**src/sv/bdes_pkg.sv**
```systemverilog
// ----------------------------------------------------------------------------
// bdes_pkg
// Shared widths, reset values and beat types of the button debouncer.
// ----------------------------------------------------------------------------
package bdes_pkg;

    localparam int TICK_W  = 20;
    localparam int EDGE_W  = 16;
    localparam int COUNT_W = 32;

    localparam logic [TICK_W-1:0]  TICK_MAX         = {TICK_W{1'b1}};
    localparam logic [EDGE_W-1:0]  EDGE_MAX         = {EDGE_W{1'b1}};
    localparam logic [COUNT_W-1:0] HELD_MAX         = {COUNT_W{1'b1}};
    localparam logic [TICK_W-1:0]  DEBOUNCE_DEFAULT = TICK_W'(10000);

    typedef struct packed {
        logic valid;
        logic pin_low;
    } t_tick;

    typedef struct packed {
        logic               pressed;
        logic [COUNT_W-1:0] press_count;
        logic [EDGE_W-1:0]  edge_count;
        logic [EDGE_W-1:0]  ignored_edges;
        logic [COUNT_W-1:0] held_ticks;
    } t_result;

endpackage

```
**src/sv/bdes_in_stage.sv**
```systemverilog
// ----------------------------------------------------------------------------
// bdes_in_stage
// Input register: holds one sample beat until the core takes it.
// ----------------------------------------------------------------------------
module bdes_in_stage (
    input  logic           i_clk,
    input  logic           i_rst_n,
    input  logic           i_in_valid,
    output logic           o_in_ready,
    input  logic           i_pin_low,
    input  logic           i_take,
    output bdes_pkg::t_tick o_tick
);
    import bdes_pkg::*;

    logic r_valid;
    logic r_pin_low;
    logic n_valid;
    logic w_accept;

    assign o_in_ready = !r_valid || i_take;
    assign w_accept   = i_in_valid && o_in_ready;

    always_comb begin
        if (w_accept) begin
            n_valid = 1'b1;
        end else if (i_take) begin
            n_valid = 1'b0;
        end else begin
            n_valid = r_valid;
        end
    end

    always_ff @(posedge i_clk) begin
        if (!i_rst_n) begin
            r_valid <= 1'b0;
        end else begin
            r_valid <= n_valid;
        end
    end

    always_ff @(posedge i_clk) begin
        if (w_accept) begin
            r_pin_low <= i_pin_low;
        end
    end

    assign o_tick.valid   = r_valid;
    assign o_tick.pin_low = r_pin_low;

endmodule

```
**src/sv/bdes_core.sv**
```systemverilog
// ----------------------------------------------------------------------------
// bdes_core
// Debounce state, edge statistics and the result register.
// ----------------------------------------------------------------------------
module bdes_core (
    input  logic                          i_clk,
    input  logic                          i_rst_n,
    input  logic                          i_cfg_we,
    input  logic [bdes_pkg::TICK_W-1:0]   i_cfg_wdata,
    input  bdes_pkg::t_tick               i_tick,
    output logic                          o_take,
    output logic                          o_out_valid,
    input  logic                          i_out_ready,
    output bdes_pkg::t_result             o_result
);
    import bdes_pkg::*;

    logic [TICK_W-1:0]  r_debounce;
    logic               r_prev;
    logic               r_stable;
    logic [TICK_W-1:0]  r_tse;
    logic [EDGE_W-1:0]  r_edges;
    logic [COUNT_W-1:0] r_tsc;
    logic [COUNT_W-1:0] r_presses;
    logic               r_out_valid;
    t_result            r_result;

    logic               w_edge;
    logic               w_change;
    logic [TICK_W-1:0]  n_tse;
    logic [EDGE_W-1:0]  n_edges;
    logic [COUNT_W-1:0] n_tsc;
    logic [COUNT_W-1:0] n_presses;
    logic               n_out_valid;
    t_result            n_result;

    assign o_take = i_tick.valid && (!r_out_valid || i_out_ready);

    always_comb begin
        w_edge = i_tick.pin_low != r_prev;
        if (w_edge) begin
            n_edges = (r_edges != EDGE_MAX) ? r_edges + EDGE_W'(1) : r_edges;
            n_tse   = '0;
        end else begin
            n_edges = r_edges;
            n_tse   = (r_tse != TICK_MAX) ? r_tse + TICK_W'(1) : r_tse;
        end
        n_tsc     = (r_tsc != HELD_MAX) ? r_tsc + COUNT_W'(1) : r_tsc;
        w_change  = (i_tick.pin_low != r_stable) && (n_tse >= r_debounce);
        n_presses = r_presses + COUNT_W'(i_tick.pin_low);

        n_result.pressed       = i_tick.pin_low;
        n_result.press_count   = n_presses;
        n_result.edge_count    = n_edges;
        n_result.ignored_edges = (n_edges != '0) ? n_edges - EDGE_W'(1) : '0;
        n_result.held_ticks    = n_tsc;

        if (o_take) begin
            n_out_valid = w_change;
        end else begin
            n_out_valid = r_out_valid && !i_out_ready;
        end
    end

    always_ff @(posedge i_clk) begin
        if (!i_rst_n) begin
            r_debounce  <= DEBOUNCE_DEFAULT;
            r_prev      <= 1'b0;
            r_stable    <= 1'b0;
            r_tse       <= TICK_MAX;
            r_edges     <= '0;
            r_tsc       <= '0;
            r_presses   <= '0;
            r_out_valid <= 1'b0;
        end else begin
            r_out_valid <= n_out_valid;
            if (i_cfg_we) begin
                r_debounce <= i_cfg_wdata;
            end
            if (o_take) begin
                r_prev <= i_tick.pin_low;
                r_tse  <= n_tse;
                if (w_change) begin
                    r_stable  <= i_tick.pin_low;
                    r_presses <= n_presses;
                    r_edges   <= '0;
                    r_tsc     <= '0;
                end else begin
                    r_edges <= n_edges;
                    r_tsc   <= n_tsc;
                end
            end
        end
    end

    always_ff @(posedge i_clk) begin
        if (o_take && w_change) begin
            r_result <= n_result;
        end
    end

    assign o_out_valid = r_out_valid;
    assign o_result    = r_result;

endmodule

```
**src/sv/button_debounce_edge_stats.sv**
```systemverilog
// ----------------------------------------------------------------------------
// button_debounce_edge_stats
// Quiet-time button debouncer reporting press/release beats with edge stats.
//
//   channel | direction | handshake                  | payload
//   --------+-----------+----------------------------+---------------------------
//   in      | input     | i_in_valid / o_in_ready    | i_pin_low
//   out     | output    | o_out_valid / i_out_ready  | o_pressed .. o_held_ticks
//   cfg     | input     | i_cfg_we, no wait          | i_cfg_wdata (debounce)
//
// One sample beat per clock while the result register is not stalled; a
// beat passes the input register, then the compare and counter logic, into
// the result register.
// Reset (synchronous, active low) clears the state to released with a
// saturated quiet counter and the debounce time to 10000 ticks.
// A stalled result register holds the core; the input register then takes
// at most one more beat before o_in_ready drops.
// ----------------------------------------------------------------------------
module button_debounce_edge_stats (
    input  logic                           i_clk,
    input  logic                           i_rst_n,
    input  logic                           i_cfg_we,
    input  logic [bdes_pkg::TICK_W-1:0]    i_cfg_wdata,
    input  logic                           i_in_valid,
    output logic                           o_in_ready,
    input  logic                           i_pin_low,
    output logic                           o_out_valid,
    input  logic                           i_out_ready,
    output logic                           o_pressed,
    output logic [bdes_pkg::COUNT_W-1:0]   o_press_count,
    output logic [bdes_pkg::EDGE_W-1:0]    o_edge_count,
    output logic [bdes_pkg::EDGE_W-1:0]    o_ignored_edges,
    output logic [bdes_pkg::COUNT_W-1:0]   o_held_ticks
);
    import bdes_pkg::*;

    t_tick   w_tick;
    t_result w_result;
    logic    w_take;

    bdes_in_stage u_in (
        .i_clk      (i_clk),
        .i_rst_n    (i_rst_n),
        .i_in_valid (i_in_valid),
        .o_in_ready (o_in_ready),
        .i_pin_low  (i_pin_low),
        .i_take     (w_take),
        .o_tick     (w_tick)
    );

    bdes_core u_core (
        .i_clk       (i_clk),
        .i_rst_n     (i_rst_n),
        .i_cfg_we    (i_cfg_we),
        .i_cfg_wdata (i_cfg_wdata),
        .i_tick      (w_tick),
        .o_take      (w_take),
        .o_out_valid (o_out_valid),
        .i_out_ready (i_out_ready),
        .o_result    (w_result)
    );

    assign o_pressed       = w_result.pressed;
    assign o_press_count   = w_result.press_count;
    assign o_edge_count    = w_result.edge_count;
    assign o_ignored_edges = w_result.ignored_edges;
    assign o_held_ticks    = w_result.held_ticks;

endmodule

```
**config.mk**
```make
export PLATFORM = sky130hd
export DESIGN_NAME = button_debounce_edge_stats
export DESIGN_NICKNAME = d
export VERILOG_FILES = /design/src/sv/bdes_pkg.sv /design/src/sv/bdes_in_stage.sv /design/src/sv/bdes_core.sv /design/src/sv/button_debounce_edge_stats.sv
export SDC_FILE = /design/constraint.sdc
export NUM_CORES = 1
export LEC_CHECK = 0
export BUFFER_PORTS_ARGS = -buffer_cell sky130_fd_sc_hd__buf_4
export CAP_MARGIN = 10
export CORE_MARGIN = 5
export CORE_UTILIZATION = 28
export CTS_BUF_LIST = sky130_fd_sc_hd__clkbuf_2 sky130_fd_sc_hd__clkbuf_4 sky130_fd_sc_hd__clkbuf_8
export CTS_CLUSTER_DIAMETER = 50
export CTS_CLUSTER_SIZE = 20
export DETAILED_ROUTE_END_ITERATION = 10
export PLACE_DENSITY_LB_ADDON = 0.12
export RECOVER_POWER = 100
export SLEW_MARGIN = 20
export SYNTH_ARGS = -nofsm -noshare
export SYNTH_HDL_FRONTEND = slang
export SYNTH_HIERARCHICAL = 1
export SYNTH_SLANG_ARGS = --single-unit
```
**constraint.sdc**
```tcl
create_clock -name i_clk -period 9.25 [get_ports i_clk]
set_input_delay 1.85 -clock i_clk [delete_from_list [all_inputs] [get_ports i_clk]]
set_output_delay 1.85 -clock i_clk [all_outputs]
set_load 0.1 [all_outputs]
```
==> metrics <==
outcome finished, violations left; CORE AREA 0.0398 sq mm; First-pass DRT Iterations 5; Port-buffer cells 124; n_diodes 0; number of global-route vias before repair 8625; initial antenna violation count 0; RSZ-0062 raised after global routing no; initial DRC count 489; Fill cells 4226; nature of the critical path startpoint flop; multi-input logic area 0.00527 sq mm; via-per-instance ratio 4.84; Tcrit/Tclk final 75.0%; clock-pin slew on the worst setup and hold paths 0.08 ns; total track usage 13.4%; site row count 73; sw power 897 uW; CTS resizes 0; post-cts hold buffer count 0; # IOs 125; Max FO, Critical Path 68; DP HPWL 21200 microns; CP required 9.44 ns; Max-Cap Viols 4; routed wire length 30500 microns; Most used DFF post-synth dfxtp_1; failing checks capacitance limit, slew limit; largest net degree at the start of global routing 79; Slew headroom -117%; grt ovf 0; Clock Sink Count 222; critical path data arrival time 7.13 ns; Reg power frac 44.4%; max-slew violations 199; post-route antenna net violation count 0; # H-tree levels 1; first-pass GRT wire length 48400 microns; min cycle time layout 6.94 ns; WS Path Type flop to flop; CTS root buf clkbuf_8; Yosys cell types 79; Die Area 0.0444 sq mm; Worst-Margin Slew 3.25 ns; Hold Fails Final Rpt 0; Power Internal 1590 uW; Setup Fix Bufs, Post-CTS 0; CTS tree yes; Post-route DRC 0; HP Class flop to flop; #FFs+latches synth 222; Syn Std Cell Area 0.0113 sq mm; Clock Path Buffers 3; Mapped Avg Cell Area 9.76 sq um; Setup Skew 0.0163 ns; Starting Density 28.3%; register area 0.00543 sq mm; fmax 144 MHz; share of cells above drive strength 1 8.57%; Die Height 211 microns; Worst-Skew Late Latency 0.61 ns; Max rail drop VDD 0.0882 mV; post-synthesis cell count 1157; Comb power frac 21.7%; CP Capture Type flop; Pwr Density 195 mW/mm^2; ys async rst share 0%; Area growth, synth to finish 13.1%; syn_nets 1209; routed len/inst 17.0 microns; number of synthesized flops with an enable pin 98; total CTS buffers 31; placer congestion estimate 0.791; Setup TNS 0 ns; Die W 211 microns; sw frac 36.0%; Setup violations, final 0; Hold WS 0.482 ns; leakage power 0.00447 uW; clock network fraction of design power 33.9%; post-layout net count 1299; post-synthesis sequential area ratio 48.1%; YS warnings 6; vias post-DR 8706
[metal layers]
layer	vias up	wire length, microns	GRT usage [%]
li1	4346	-	-
met1	4167	14000	17.8
met2	152	14600	22.9
met3	41	1290	2.11
met4	0	619	3.42
met5	-	0	0
[critical path, stage by stage (launching register included)]
cell and delay (ns):
dfxtp_1 0.44, nand3_1 0.21, nor4_1 1.05, and3_1 0.46, nor2_1 0.20, and3_1 0.27
xnor2_1 0.15, nor2_1 0.06, ha_1 0.29, nand4_1 0.08, o31ai_1 0.50, a211o_1 0.53
nand3_1 0.41, inv_4 0.50, clkbuf_2 1.31
[logic make-up after synthesis]
| family | share of synthesized area, % |
|---|---|
| and+or+nand+nor | 21.6 |
| buffers and inverters | 4.17 |
| AOI/OAI and AO/OA | 11.1 |
| muxes | 2.15 |
| xor gates and xnor gates | 10.1 |
| DFF | 48.1 |
| adders and majority gates | 2.88 |
[through the flow]
| stage | utilization, % | cell area, sq um | power [uW] | worst slack, ns | instances |
|---|---|---|---|---|---|
| 2_1_floorplan | - | 11300 | 1570 | 3.53 | 1157 |
| 3_3_place_gp | 31.7 | 12600 | 1710 | 3.51 | 1739 |
| 3_5_place_dp | 31.7 | 12600 | 1710 | 3.44 | 1739 |
| 4_1_cts | 33.4 | 13300 | 2580 | 3.40 | 1797 |
| 5_1_grt | 32.1 | 12800 | 2620 | 1.73 | 1797 |
| 6_report | 32.1 | 12800 | 2490 | 2.31 | 1797 |
[power by group through the flow]
| stage | clock (uW) | sequential (uW) | combinational [uW] |
|---|---|---|---|
| after floorplan | 0 | 1340 | 230 |
| after global routing | 920 | 1110 | 584 |
| final | 844 | 1110 | 540 |
| after CTS | 886 | 1110 | 583 |
| after global placement | 0 | 1130 | 579 |
| after detailed placement | 0 | 1130 | 581 |
[area by class of cell]
| cell class | count | area share, % |
|---|---|---|
| repair buffers | 132 | 4.71 |
| clock inverters | 25 | 1.88 |
| flip-flops and latches | 222 | 42.5 |
| inverters | 36 | 1.08 |
| multi-input cells | 824 | 41.2 |
| well taps | 525 | 5.14 |
| clock buffers | 33 | 3.46 |
[cell usage in the layout (no fill, tap or decap), types with 14 or more instances in the layout]
cell,n
xor2_1,43
buf_4,27
ha_1,26
dfxtp_1,124
nand3_1,67
edfxtp_1,98
o21ai_0,39
nor4_1,14
a21oi_1,41
mux2i_1,22
and4_1,15
nand2b_1,14
nand4_1,26
clkbuf_8,31
nor3_1,31
xnor2_1,83
nor2_1,138
inv_1,35
and3_1,27
nand2_1,88
clkbuf_1,103
[cell usage after synthesis (all sizes together) (22+ instances only)]
cell type	n	area (sq um)
o21ai	39	195
dfxtp	124	2480
xor2	43	377
nor3	32	198
a21oi	42	214
and3	28	180
inv	36	135
ha	26	325
nand3	69	360
nand4	26	169
clkbuf	44	166
nor2	138	521
xnor2	84	762
buf	31	169
nand2	90	345
edfxtp	98	2940
mux2i	22	220
[worst paths after layout]
path,startpoint,end,slack [ns],cells past startpoint
worst min register to register,u_core/r_stable,u_core/r_stable,0.48,2
worst min-delay path,u_core/r_stable,u_core/r_stable,0.48,2
worst max-delay path,u_core/r_tse[2],u_core/o_result[17],2.31,14
worst max register to register,u_core/r_tse[2],u_core/o_result[17],2.31,14
[state kept, by name, summed over array words and instances (netlist names)]
register            cells
u_core/r_debounce      20
u_core/r_prev           1
u_core/o_out_valid      1
u_core/r_tse           20
u_in/r_valid            1
u_core/r_stable         1
u_core/r_tsc           32
u_core/r_edges         16
u_core/o_result        97
u_core/r_presses       32
u_in/r_pin_low          1
Note: power is estimated with default switching activity, not from simulation.
